### src/hw/rtl/scvg_pkg.sv
// ----------------------------------------------------------------------------
// scvg_pkg
// shared types, constants and tables of the scale chord voicing generator
// ----------------------------------------------------------------------------
`default_nettype none

package scvg_pkg;

  localparam int MAX_DEGREES = 64;
  localparam int MAX_VOICES  = 12;
  localparam int CNT_W       = $clog2(MAX_DEGREES + 1);
  localparam int DEG_W       = $clog2(MAX_DEGREES);
  localparam int VIDX_W      = $clog2(MAX_VOICES);
  localparam int NOTE_W      = 11;
  localparam int SHIFT_W     = 5;
  localparam int THR_W       = 16;
  localparam int QUEUE_DEPTH = 2;
  localparam int QPTR_W      = $clog2(QUEUE_DEPTH);

  localparam logic [2:0] MODE_FREE    = 3'd0;
  localparam logic [2:0] MODE_CLOSE   = 3'd1;
  localparam logic [2:0] MODE_OPEN    = 3'd2;
  localparam logic [2:0] MODE_DROP2   = 3'd3;
  localparam logic [2:0] MODE_THIRDS  = 3'd4;
  localparam logic [2:0] MODE_QUARTAL = 3'd5;
  localparam logic [2:0] MODE_QUINTAL = 3'd6;

  localparam logic [2:0] REG_KEY_OFFSET   = 3'd0;
  localparam logic [2:0] REG_DEGREE_COUNT = 3'd1;
  localparam logic [2:0] REG_DEGREE_MASK  = 3'd2;
  localparam logic [2:0] REG_VOICING_MODE = 3'd3;
  localparam logic [2:0] REG_VOICE_COUNT  = 3'd4;

  typedef enum logic [2:0] {FE_IDLE, FE_MOD, FE_SCAN, FE_LIST, FE_PUSH} fe_state_t;
  typedef enum logic [1:0] {BK_IDLE, BK_GEN, BK_RANK, BK_EMIT} bk_state_t;

  typedef struct packed {
    logic                                 fallback;
    logic [6:0]                           root;
    logic [CNT_W-1:0]                     cnt;
    logic [2:0]                           mode;
    logic [VIDX_W-1:0]                    n;
    logic [CNT_W-1:0]                     a;
    logic [5:0]                           step;
    logic [MAX_VOICES-1:0][DEG_W-1:0]     iv;
  } job_t;

  // floor(55705 / n) and 55705 mod n for n = 1 .. 12
  function automatic logic [THR_W-1:0] thr_quot(input logic [VIDX_W-1:0] n);
    logic [THR_W-1:0] q;
    case (n)
      4'd1:    q = 16'd55705;
      4'd2:    q = 16'd27852;
      4'd3:    q = 16'd18568;
      4'd4:    q = 16'd13926;
      4'd5:    q = 16'd11141;
      4'd6:    q = 16'd9284;
      4'd7:    q = 16'd7957;
      4'd8:    q = 16'd6963;
      4'd9:    q = 16'd6189;
      4'd10:   q = 16'd5570;
      4'd11:   q = 16'd5064;
      4'd12:   q = 16'd4642;
      default: q = 16'd0;
    endcase
    return q;
  endfunction

  function automatic logic [VIDX_W-1:0] thr_rem(input logic [VIDX_W-1:0] n);
    logic [VIDX_W-1:0] r;
    case (n)
      4'd7:    r = 4'd6;
      4'd9:    r = 4'd4;
      4'd10:   r = 4'd5;
      4'd1:    r = 4'd0;
      4'd5:    r = 4'd0;
      default: r = 4'd1;
    endcase
    return r;
  endfunction

endpackage

`default_nettype wire

### src/hw/rtl/scvg_front.sv
// ----------------------------------------------------------------------------
// scvg_front
// accepts a note, finds its degree and nearest enabled degree, builds intervals
// ----------------------------------------------------------------------------
`default_nettype none

module scvg_front import scvg_pkg::*; (
  input  logic              clk,
  input  logic              rst,
  input  logic              note_valid,
  output logic              note_ready,
  input  logic [6:0]        played_note,
  input  logic [6:0]        key_offset,
  input  logic [6:0]        degree_count,
  input  logic [63:0]       degree_mask,
  input  logic [2:0]        voicing_mode,
  input  logic [3:0]        voice_count,
  output logic              push_valid,
  input  logic              push_ready,
  output job_t              push_job
);

  fe_state_t state, state_next;

  logic                       fallback;
  logic [6:0]                 root;
  logic [CNT_W-1:0]           cnt;
  logic [2:0]                 mode;
  logic [VIDX_W-1:0]          n;
  logic [MAX_DEGREES-1:0]     mask;
  logic signed [8:0]          v;
  logic [DEG_W-1:0]           deg;
  logic [CNT_W-1:0]           d;
  logic [DEG_W-1:0]           best;
  logic [CNT_W-1:0]           bestd;
  logic [DEG_W-1:0]           dd;
  logic [CNT_W-1:0]           a;
  logic [MAX_VOICES-1:0][DEG_W-1:0] iv;

  logic                       accept;
  logic [CNT_W-1:0]           cnt_sat;
  logic [MAX_DEGREES-1:0]     mask_eff;
  logic signed [8:0]          cnt_s;
  logic                       mod_done;
  logic [CNT_W-1:0]           diff, alt, circ_dist;
  logic                       better;
  logic [DEG_W-1:0]           best_upd;
  logic                       last_d;
  logic [3:0]                 k;
  logic [8:0]                 x;
  logic [18:0]                prod;
  logic [5:0]                 step;

  assign accept  = note_valid && note_ready;
  assign cnt_sat = (degree_count > CNT_W'(MAX_DEGREES)) ? CNT_W'(MAX_DEGREES) : degree_count;
  assign mask_eff = (cnt_sat >= CNT_W'(MAX_DEGREES)) ? degree_mask :
                    (degree_mask & ((64'd1 << cnt_sat) - 64'd1));
  assign cnt_s    = $signed({2'b00, cnt});
  assign mod_done = (v >= 9'sd0) && (v < cnt_s);

  assign diff      = ({1'b0, deg} >= d) ? ({1'b0, deg} - d) : (d - {1'b0, deg});
  assign alt       = cnt - diff;
  assign circ_dist = (alt < diff) ? alt : diff;
  assign better    = mask[d[DEG_W-1:0]] && (circ_dist < bestd);
  assign best_upd  = better ? d[DEG_W-1:0] : best;
  assign last_d    = (d == cnt - CNT_W'(1));

  always_comb begin
    case (mode)
      MODE_THIRDS:  k = 4'd4;
      MODE_QUARTAL: k = 4'd5;
      default:      k = 4'd7;
    endcase
  end

  // step = (cnt*k + 6) / 12 through a reciprocal in the stacked modes (at least 1), else 1
  assign x    = 9'(cnt * k) + 9'd6;
  assign prod = 19'(x * 10'd683);
  assign step = ((mode == MODE_THIRDS || mode == MODE_QUARTAL || mode == MODE_QUINTAL)
                 && prod[18:13] != 6'd0) ? prod[18:13] : 6'd1;

  always_comb begin
    state_next = state;
    case (state)
      FE_IDLE: if (note_valid) begin
        state_next = (cnt_sat == '0 || mask_eff == '0) ? FE_PUSH : FE_MOD;
      end
      FE_MOD:  if (mod_done) state_next = FE_SCAN;
      FE_SCAN: if (last_d) state_next = FE_LIST;
      FE_LIST: if (last_d) state_next = FE_PUSH;
      FE_PUSH: if (push_ready) state_next = FE_IDLE;
      default: state_next = FE_IDLE;
    endcase
  end

  always_comb begin
    note_ready = (state == FE_IDLE);
    push_valid = (state == FE_PUSH);
    push_job.fallback = fallback;
    push_job.root     = root;
    push_job.cnt      = cnt;
    push_job.mode     = mode;
    push_job.n        = n;
    push_job.a        = a;
    push_job.step     = step;
    push_job.iv       = iv;
  end

  always_ff @(posedge clk) begin
    if (rst) begin
      state <= FE_IDLE;
    end else begin
      state <= state_next;
    end
  end

  always_ff @(posedge clk) begin
    case (state)
      FE_IDLE: if (accept) begin
        root     <= played_note;
        cnt      <= cnt_sat;
        mask     <= mask_eff;
        mode     <= voicing_mode;
        n        <= (voice_count == 4'd0) ? 4'd1 :
                    (voice_count > 4'(MAX_VOICES)) ? 4'(MAX_VOICES) : voice_count;
        fallback <= (cnt_sat == '0 || mask_eff == '0);
        v        <= $signed({2'b00, played_note}) - 9'sd60
                    - $signed({{2{key_offset[6]}}, key_offset});
      end
      FE_MOD: begin
        if (v < 9'sd0) begin
          v <= v + cnt_s;
        end else if (v >= cnt_s) begin
          v <= v - cnt_s;
        end else begin
          deg   <= v[DEG_W-1:0];
          d     <= '0;
          best  <= '0;
          bestd <= cnt;
        end
      end
      FE_SCAN: begin
        if (better) begin
          best  <= d[DEG_W-1:0];
          bestd <= circ_dist;
        end
        if (last_d) begin
          dd <= best_upd;
          d  <= '0;
          a  <= '0;
        end else begin
          d <= d + CNT_W'(1);
        end
      end
      FE_LIST: begin
        if (mask[dd]) begin
          if (a < CNT_W'(MAX_VOICES)) iv[a[VIDX_W-1:0]] <= d[DEG_W-1:0];
          a <= a + CNT_W'(1);
        end
        dd <= ({1'b0, dd} + CNT_W'(1) == cnt) ? '0 : dd + DEG_W'(1);
        d  <= d + CNT_W'(1);
      end
      default: ;
    endcase
  end

endmodule

`default_nettype wire

### src/hw/rtl/scvg_queue.sv
// ----------------------------------------------------------------------------
// scvg_queue
// two-entry request queue between front and back
// ----------------------------------------------------------------------------
`default_nettype none

module scvg_queue import scvg_pkg::*; (
  input  logic  clk,
  input  logic  rst,
  input  logic  push_valid,
  output logic  push_ready,
  input  job_t  push_job,
  output logic  pop_valid,
  input  logic  pop_ready,
  output job_t  pop_job
);

  job_t                  mem [QUEUE_DEPTH];
  logic [QPTR_W-1:0]     wr_ptr, rd_ptr;
  logic [QPTR_W:0]       count;
  logic                  do_push, do_pop;

  assign push_ready = (count != (QPTR_W+1)'(QUEUE_DEPTH));
  assign pop_valid  = (count != '0);
  assign pop_job    = mem[rd_ptr];
  assign do_push    = push_valid && push_ready;
  assign do_pop     = pop_valid && pop_ready;

  always_ff @(posedge clk) begin
    if (do_push) mem[wr_ptr] <= push_job;
  end

  always_ff @(posedge clk) begin
    if (rst) begin
      wr_ptr <= '0;
      rd_ptr <= '0;
      count  <= '0;
    end else begin
      if (do_push) wr_ptr <= wr_ptr + QPTR_W'(1);
      if (do_pop)  rd_ptr <= rd_ptr + QPTR_W'(1);
      count <= count + (QPTR_W+1)'(do_push) - (QPTR_W+1)'(do_pop);
    end
  end

endmodule

`default_nettype wire

### src/hw/rtl/scvg_back.sv
// ----------------------------------------------------------------------------
// scvg_back
// generates the voices of a request, orders drop-2 chords, emits results
// ----------------------------------------------------------------------------
`default_nettype none

module scvg_back import scvg_pkg::*; (
  input  logic                      clk,
  input  logic                      rst,
  input  logic                      job_valid,
  output logic                      job_ready,
  input  job_t                      job,
  output logic                      voice_valid,
  input  logic                      voice_ready,
  output logic signed [NOTE_W-1:0]  voice_note,
  output logic signed [SHIFT_W-1:0] octave_shift,
  output logic [THR_W-1:0]          threshold,
  output logic                      last_voice
);

  bk_state_t state, state_next;
  job_t      jr;

  logic [VIDX_W-1:0]          nn, i, j, e, ra, fsh, pidx;
  logic [VIDX_W-1:0]          prem, tr;
  logic [THR_W-1:0]           tq;
  logic [8:0]                 sacc;
  logic [CNT_W-1:0]           srem;
  logic [SHIFT_W-1:0]         ssh;

  logic signed [NOTE_W-1:0]   vn   [MAX_VOICES];
  logic signed [SHIFT_W-1:0]  vs   [MAX_VOICES];
  logic [THR_W-1:0]           vt   [MAX_VOICES];
  logic [VIDX_W-1:0]          perm [MAX_VOICES];

  logic                       drop2;
  logic [VIDX_W-1:0]          ividx;
  logic [DEG_W-1:0]           ivv;
  logic signed [NOTE_W-1:0]   root_s, cnt_s, gnote;
  logic signed [SHIFT_W-1:0]  gsh;
  logic [7:0]                 prem_sum, srem_sum;
  logic [VIDX_W:0]            tr_sum;
  logic [VIDX_W-1:0]          rank;
  logic [VIDX_W-1:0]          eidx;
  logic                       dropped, load, last_gen, last_rank, last_emit;

  assign drop2     = (jr.mode == MODE_DROP2) && !jr.fallback;
  assign root_s    = $signed({4'b0000, jr.root});
  assign cnt_s     = $signed({4'b0000, jr.cnt});
  assign last_gen  = (i == nn - VIDX_W'(1));
  assign last_rank = (j == nn - VIDX_W'(1));
  assign last_emit = (e == nn - VIDX_W'(1));
  assign load      = (state == BK_EMIT) && (!voice_valid || voice_ready);

  always_comb begin
    case (jr.mode)
      MODE_CLOSE, MODE_OPEN, MODE_DROP2: ividx = ra;
      default:                           ividx = ({3'b000, jr.n} <= jr.a) ? i : pidx;
    endcase
  end
  assign ivv = jr.iv[ividx];

  always_comb begin
    gnote = root_s;
    gsh   = '0;
    if (!jr.fallback) begin
      case (jr.mode)
        MODE_CLOSE, MODE_DROP2: gnote = root_s + $signed({5'b0, ivv});
        MODE_OPEN: begin
          gsh   = $signed({4'b0000, i[0]});
          gnote = root_s + $signed({5'b0, ivv}) + (i[0] ? cnt_s : 11'sd0);
        end
        MODE_THIRDS, MODE_QUARTAL, MODE_QUINTAL: begin
          gsh   = ssh;
          gnote = root_s + $signed({2'b00, sacc});
        end
        default: begin
          if ({3'b000, jr.n} <= jr.a) begin
            gnote = root_s + $signed({5'b0, ivv});
          end else begin
            gsh   = $signed({1'b0, fsh});
            gnote = root_s + $signed({5'b0, ivv}) + $signed(11'(fsh * jr.cnt));
          end
        end
      endcase
    end
  end

  assign prem_sum = 8'(prem) + 8'(jr.a);
  assign srem_sum = 8'(srem) + 8'(jr.step);
  assign tr_sum   = (VIDX_W+1)'(tr) + (VIDX_W+1)'(thr_rem(nn));

  // stable rank of voice j among the generated notes
  always_comb begin
    rank = '0;
    for (int k = 0; k < MAX_VOICES; k++) begin
      if (VIDX_W'(k) < nn && (vn[k] < vn[j] || (vn[k] == vn[j] && VIDX_W'(k) < j))) begin
        rank = rank + VIDX_W'(1);
      end
    end
  end

  assign eidx    = drop2 ? perm[e] : e;
  assign dropped = drop2 && (nn >= VIDX_W'(2)) && (e == nn - VIDX_W'(2));

  always_comb begin
    state_next = state;
    case (state)
      BK_IDLE: if (job_valid) state_next = BK_GEN;
      BK_GEN:  if (last_gen) state_next = drop2 ? BK_RANK : BK_EMIT;
      BK_RANK: if (last_rank) state_next = BK_EMIT;
      BK_EMIT: if (load && last_emit) state_next = BK_IDLE;
      default: state_next = BK_IDLE;
    endcase
  end

  always_comb begin
    job_ready = (state == BK_IDLE);
  end

  always_ff @(posedge clk) begin
    if (rst) begin
      state       <= BK_IDLE;
      voice_valid <= 1'b0;
    end else begin
      state <= state_next;
      if (load) begin
        voice_valid <= 1'b1;
      end else if (voice_ready) begin
        voice_valid <= 1'b0;
      end
    end
  end

  always_ff @(posedge clk) begin
    case (state)
      BK_IDLE: if (job_valid) begin
        jr   <= job;
        nn   <= job.fallback ? VIDX_W'(1) : job.n;
        i    <= '0;
        ra   <= '0;
        fsh  <= '0;
        pidx <= '0;
        prem <= '0;
        sacc <= '0;
        srem <= '0;
        ssh  <= '0;
        tq   <= '0;
        tr   <= '0;
      end
      BK_GEN: begin
        vn[i] <= gnote;
        vs[i] <= gsh;
        vt[i] <= tq;
        i     <= i + VIDX_W'(1);
        if ({3'b000, ra} + CNT_W'(1) == jr.a) begin
          ra  <= '0;
          fsh <= fsh + VIDX_W'(1);
        end else begin
          ra  <= ra + VIDX_W'(1);
        end
        if (prem_sum >= 8'(nn)) begin
          prem <= VIDX_W'(prem_sum - 8'(nn));
          pidx <= pidx + VIDX_W'(1);
        end else begin
          prem <= VIDX_W'(prem_sum);
        end
        sacc <= sacc + 9'(jr.step);
        if (srem_sum >= 8'(jr.cnt)) begin
          srem <= CNT_W'(srem_sum - 8'(jr.cnt));
          ssh  <= ssh + SHIFT_W'(1);
        end else begin
          srem <= CNT_W'(srem_sum);
        end
        if (tr_sum >= (VIDX_W+1)'(nn)) begin
          tr <= VIDX_W'(tr_sum - (VIDX_W+1)'(nn));
          tq <= tq + thr_quot(nn) + THR_W'(1);
        end else begin
          tr <= VIDX_W'(tr_sum);
          tq <= tq + thr_quot(nn);
        end
        j <= '0;
        e <= '0;
      end
      BK_RANK: begin
        perm[rank] <= j;
        j          <= j + VIDX_W'(1);
      end
      BK_EMIT: if (load) begin
        voice_note   <= vn[eidx] - (dropped ? 11'sd12 : 11'sd0);
        octave_shift <= dropped ? -5'sd1 : vs[eidx];
        threshold    <= vt[eidx];
        last_voice   <= last_emit;
        e            <= e + VIDX_W'(1);
      end
      default: ;
    endcase
  end

  a_emit_in_range: assert property (@(posedge clk) disable iff (rst)
    (state == BK_EMIT) |-> (e < nn))
    else $error("emit index past voice count");

  a_degree_wrap: assert property (@(posedge clk) disable iff (rst)
    (state == BK_GEN && !jr.fallback) |-> ({3'b000, ra} < jr.a))
    else $error("interval index not below enabled degree count");

  a_thr_remainder: assert property (@(posedge clk) disable iff (rst)
    (state == BK_GEN) |-> (tr < nn))
    else $error("threshold remainder not reduced");

  a_rank_then_emit: assert property (@(posedge clk) disable iff (rst)
    (state == BK_RANK && last_rank) |=> (state == BK_EMIT && e == '0))
    else $error("drop-2 ordering did not hand over to emission");

endmodule

`default_nettype wire

### src/hw/rtl/scale_chord_voicing_generator_top.sv
// ----------------------------------------------------------------------------
// scale_chord_voicing_generator_top
// one played note in, a chord of voices out, configured through an APB port
// ----------------------------------------------------------------------------
// note channel: note_valid/note_ready with played_note; one request per note.
// voice channel: voice_valid/voice_ready with voice_note, octave_shift,
//   threshold and last_voice; last_voice marks the final voice of a chord.
// registers at byte address 8*i: key_offset, degree_count, degree_mask,
//   voicing_mode, voice_count; write only while no chord is in flight.
// front: wraps the note into a degree by adding or taking away the saturated degree
//   count, which takes longest for tiny degree counts; the degree scan and interval
//   list walk one degree a cycle; fallback notes skip all three and go to the push.
// back: builds the voices, ranks them to order a drop-2 chord, then emits one
//   voice a cycle while the receiver takes them.
// a two-entry queue lets the front take the next note while the back emits.
// reset returns registers to their defaults and empties the pipeline.
// a stalled receiver holds the current voice and stops the back; the front
//   keeps going until the queue fills.
// ----------------------------------------------------------------------------
`default_nettype none

module scale_chord_voicing_generator_top import scvg_pkg::*; (
  input  logic                      clk,
  input  logic                      rst,
  input  logic                      psel,
  input  logic                      penable,
  input  logic                      pwrite,
  input  logic [5:0]                paddr,
  input  logic [63:0]               pwdata,
  output logic [63:0]               prdata,
  output logic                      pready,
  input  logic                      note_valid,
  output logic                      note_ready,
  input  logic [6:0]                played_note,
  output logic                      voice_valid,
  input  logic                      voice_ready,
  output logic signed [NOTE_W-1:0]  voice_note,
  output logic signed [SHIFT_W-1:0] octave_shift,
  output logic [THR_W-1:0]          threshold,
  output logic                      last_voice
);

  logic [6:0]  key_offset;
  logic [6:0]  degree_count;
  logic [63:0] degree_mask;
  logic [2:0]  voicing_mode;
  logic [3:0]  voice_count;
  logic [2:0]  reg_idx;
  logic        wr_en;

  logic  q_push_valid, q_push_ready, q_pop_valid, q_pop_ready;
  job_t  q_push_job, q_pop_job;

  assign pready  = 1'b1;
  assign reg_idx = paddr[5:3];
  assign wr_en   = psel && penable && pwrite && pready;

  always_ff @(posedge clk) begin
    if (rst) begin
      key_offset   <= 7'd0;
      degree_count <= 7'd12;
      degree_mask  <= 64'hFFF;
      voicing_mode <= MODE_FREE;
      voice_count  <= 4'd3;
    end else if (wr_en) begin
      case (reg_idx)
        REG_KEY_OFFSET:   key_offset   <= pwdata[6:0];
        REG_DEGREE_COUNT: degree_count <= pwdata[6:0];
        REG_DEGREE_MASK:  degree_mask  <= pwdata;
        REG_VOICING_MODE: voicing_mode <= pwdata[2:0];
        REG_VOICE_COUNT:  voice_count  <= pwdata[3:0];
        default: ;
      endcase
    end
  end

  always_comb begin
    case (reg_idx)
      REG_KEY_OFFSET:   prdata = {57'd0, key_offset};
      REG_DEGREE_COUNT: prdata = {57'd0, degree_count};
      REG_DEGREE_MASK:  prdata = degree_mask;
      REG_VOICING_MODE: prdata = {61'd0, voicing_mode};
      REG_VOICE_COUNT:  prdata = {60'd0, voice_count};
      default:          prdata = 64'd0;
    endcase
  end

  scvg_front u_front (
    .clk          (clk),
    .rst          (rst),
    .note_valid   (note_valid),
    .note_ready   (note_ready),
    .played_note  (played_note),
    .key_offset   (key_offset),
    .degree_count (degree_count),
    .degree_mask  (degree_mask),
    .voicing_mode (voicing_mode),
    .voice_count  (voice_count),
    .push_valid   (q_push_valid),
    .push_ready   (q_push_ready),
    .push_job     (q_push_job)
  );

  scvg_queue u_queue (
    .clk        (clk),
    .rst        (rst),
    .push_valid (q_push_valid),
    .push_ready (q_push_ready),
    .push_job   (q_push_job),
    .pop_valid  (q_pop_valid),
    .pop_ready  (q_pop_ready),
    .pop_job    (q_pop_job)
  );

  scvg_back u_back (
    .clk          (clk),
    .rst          (rst),
    .job_valid    (q_pop_valid),
    .job_ready    (q_pop_ready),
    .job          (q_pop_job),
    .voice_valid  (voice_valid),
    .voice_ready  (voice_ready),
    .voice_note   (voice_note),
    .octave_shift (octave_shift),
    .threshold    (threshold),
    .last_voice   (last_voice)
  );

endmodule

`default_nettype wire
### config.mk
export PLATFORM = sky130hd
export DESIGN_NAME = scale_chord_voicing_generator_top
export DESIGN_NICKNAME = d
export VERILOG_FILES = /design/src/hw/rtl/scvg_pkg.sv /design/src/hw/rtl/scvg_front.sv /design/src/hw/rtl/scvg_queue.sv /design/src/hw/rtl/scvg_back.sv /design/src/hw/rtl/scale_chord_voicing_generator_top.sv
export SDC_FILE = /design/constraint.sdc
export NUM_CORES = 2
export LEC_CHECK = 0
export BUFFER_PORTS_ARGS = -buffer_cell sky130_fd_sc_hd__buf_2
export CAP_MARGIN = 20
export CORE_ASPECT_RATIO = 0.6
export CORE_MARGIN = 5
export CORE_UTILIZATION = 55
export DETAILED_ROUTE_END_ITERATION = 16
export PLACE_DENSITY = 0.75
export SETUP_SLACK_MARGIN = 0.4
export SYNTH_ARGS = -nofsm -noshare
export SYNTH_HDL_FRONTEND = slang
export SYNTH_SLANG_ARGS = --single-unit
### constraint.sdc
create_clock -name clk -period 11.76 [get_ports clk]
set_input_delay 2.352 -clock clk [delete_from_list [all_inputs] [get_ports clk]]
set_output_delay 2.352 -clock clk [all_outputs]
set_load 0.03 [all_outputs]
==> qor.yml <==
run_status:
  outcome: "completed"
timing:
  rsz0062_at_grt: "false"
  drv_slew: 0
  slew-limit-headroom: 0.0708
  tightestPinTransition_ns: 1.36
  clock_skew_ns: 0.0436
  finalCriticalPeriod_ns: 10.77
  holdWs_ns: 0.441
  finalHoldViolCount: 0
  max_freq_mhz: 92.9
  fin_tns_setup_ns: 0
  setup_viol: 0
  finalCritPeriodShare: 0.916
logic_synthesis:
  synth-async-reset-ratio: 0
  synth_area_um2: 64500
  synth_edf_count: 1109
  yosysTopAreaCell: "edfxtp_1"
  yosys-top-cells-area: "edfxtp_1 52%, ha_1 7.6%, nand2_1 4.3%, dfxtp_1 3.7%, mux4_2 3.7%"
  ys_seq_area_frac: 0.553
  syn_avg_cell_area_um2: 12.0
  synth_top_area_frac: 0.516
  synth_ff_type: "edfxtp_1"
  synth_nets: 5918
  ys_warn_count: 0
  ys_ff_latch: 1229
  netlist_instances: 5383
  synth_cell_types: 101
route:
  drt_iter0_drc: 5816
  route.vias.total: 44900
  avgViaCountPerCell: 6.19
  postRouteAntennaNets: 0
  drc: 0
  routedWlPerCell_um: 24.7
  first_pass_iters: 6
  totalWireLength_um: 179000
floorplan:
  die-area_um2: 125000
  start_util: 0.553
  io_pins: 184
  num_rows: 97
  die_y_um: 275
  core_um2: 117000
  die_w_um: 452
worst_setup_path:
  cp_max_fo: 18
  cp_slowest_cell: "mux4_2"
  critPathKind: "reg -> reg"
  cpMostUsedCell: "ha_1"
  cpPeakStageDelay_ns: 0.53
  cp.required_ns: 12.22
  critPathCaptureType: "flip-flop"
  start_kind: "flip-flop"
  critPathArrivalTime_ns: 11.23
final_layout:
  stdcell_area_um2: 71500
  seq_area_um2: 35700
  finish.utilization: 0.613
  n_fill_cell: 8919
  multiInputGateArea_um2: 27000
  area_growth_pct: 10.8
  nets: 6093
  drive_above_1_share: 0.142
global_route:
  antenna_found_initial: 15
  grt_max_degree: 89
  grt_pass1_wl_um: 269000
  grt_pass1_vias: 43200
  grt_usage: 0.284
  gr-total-overflow: 0
cts:
  clk_pin_slew_ns: 0.07
  clkSinkCount: 1229
  cts_made_buffers: 108
  clk_path_buf_depth: 3
  cts-root-buf: "clkbuf_16"
  hold_buffers: 0
  htreeDepth: 3
  clk_latency_ns: 0.75
  tritoncts: "built"
place:
  portBuffers: 179
  postPlaceCellArea_um2: 67600
  place.gp.congestion: 0.970
  hpwlAfterDp_um: 123000
min_path:
  hp-start: "u_front.push_job[14]$_DFFE_PP_"
  hold_class: "reg -> reg"
run:
  cap_violations: 0
registers in the layout, indices dropped and copies added (netlist names), 9 cells and up, named ones only:
signal and flops:
u_front.mask 64, u_queue.mem 214, u_back.voice_note 11, u_front.v 9, u_back.threshold 16, u_back.perm 48, u_back.vs 60, u_back.vn 176
u_back.vt 192, u_back.sacc 9, u_back.tq 16, degree_mask 64, u_front.push_job 72, u_back.jr 100
per-layer routing:
metal  GRT usage  vias up  part of all wire
met1       0.424    21900              0.43
met2       0.398     2559              0.41
met4      0.0774       14             0.026
met5     0.00610        -            0.0016
met3      0.0938      315              0.13
li1            -    20100                 -
layout make-up:
class | count | area share
Timing Repair Buffer | 311 | 0.0273
Inverter | 278 | 0.0148
Clock inverter | 63 | 0.0109
Antenna cell | 6 | 0.000210
Multi-Input combinational cell | 3630 | 0.378
Sequential cell | 1229 | 0.500
Tap cell | 1584 | 0.0277
Clock buffer | 142 | 0.0414
worst max-delay path, delay by kind of cell, from the launching register on:
family	cells	cell delay [ns]
flip-flops	1	0.46
multiplexers	4	1.49
XOR/XNOR	1	0.30
adder cells (fa/ha/maj)	11	3.09
AND/OR/NAND/NOR	16	2.48
buffers and inverters	5	0.86
AO/OA/AOI/OAI	10	1.74
repair_timing:
action / CTS / global route
gates resized for setup: 0 / 28
buffers inserted: 0 / 6
endpoints found under the hold margin: 0 / 0
setup endpoints to repair: 0 / 48
synth_stat cells, types with 52 or more instances:
cell type / count
a21o_1: 70
a21oi_1: 262
and2_1: 129
and3_1: 53
clkbuf_1: 171
dfxtp_1: 120
edfxtp_1: 1109
fa_1: 61
ha_1: 390
inv_1: 274
mux2_2: 125
mux2i_1: 115
mux4_2: 105
nand2_1: 735
nand3_1: 256
nor2_1: 312
nor2b_1: 62
nor3_1: 52
o21ai_0: 129
xnor2_1: 128
xor2_1: 67
worst paths after layout:
kind	endpoint	slack, ns	cells after the start
worst max register to register	u_back.perm[10][3]$_DFFE_PP_	0.99	47
worst min register to register	u_queue.mem[0][14]$_DFFE_PP_	0.44	0
worst min-delay path	u_queue.mem[0][14]$_DFFE_PP_	0.44	0
worst max-delay path	u_back.perm[10][3]$_DFFE_PP_	0.99	47
layout by cell type (no fill, tap or decap), drive strengths merged, types with 45 or more instances in the layout:
cell type,n
edfxtp,1109
nand2,735
ha,390
nor2,313
buf,310
inv,277
a21oi,264
nand3,257
clkbuf,143
o21ai,138
and2,131
xnor2,130
mux2,125
dfxtp,120
mux2i,115
mux4,105
a21o,70
xor2,67
nor2b,62
fa,61
and3,53
nor3,53
clkinv,45
metrics by stage:
| step | instances | worst slack [ns] |
|---|---|---|
| after floorplan | 5383 | 0.486 |
| after detailed placement | 7025 | 0.592 |
| after global routing | 7240 | 0.377 |
| after global placement | 7023 | 0.687 |
| after CTS | 7230 | 0.562 |
| final | 7243 | 0.992 |
logic make-up after synthesis:
group                    Yosys count  synth area share
AO/OA/AOI/OAI                    847            0.0870
XOR/XNOR                         203            0.0291
adder cells (fa/ha/maj)          451            0.0945
buffers and inverters            524            0.0313
flip-flops                      1229             0.553
multiplexers                     345            0.0763
other                              1         0.0000581
AND/OR/NAND/NOR                 1783             0.128
Power is left out: the tool's default activity adds up to more than one toggle a clock period on the data nets, which glitch-free logic cannot reach.
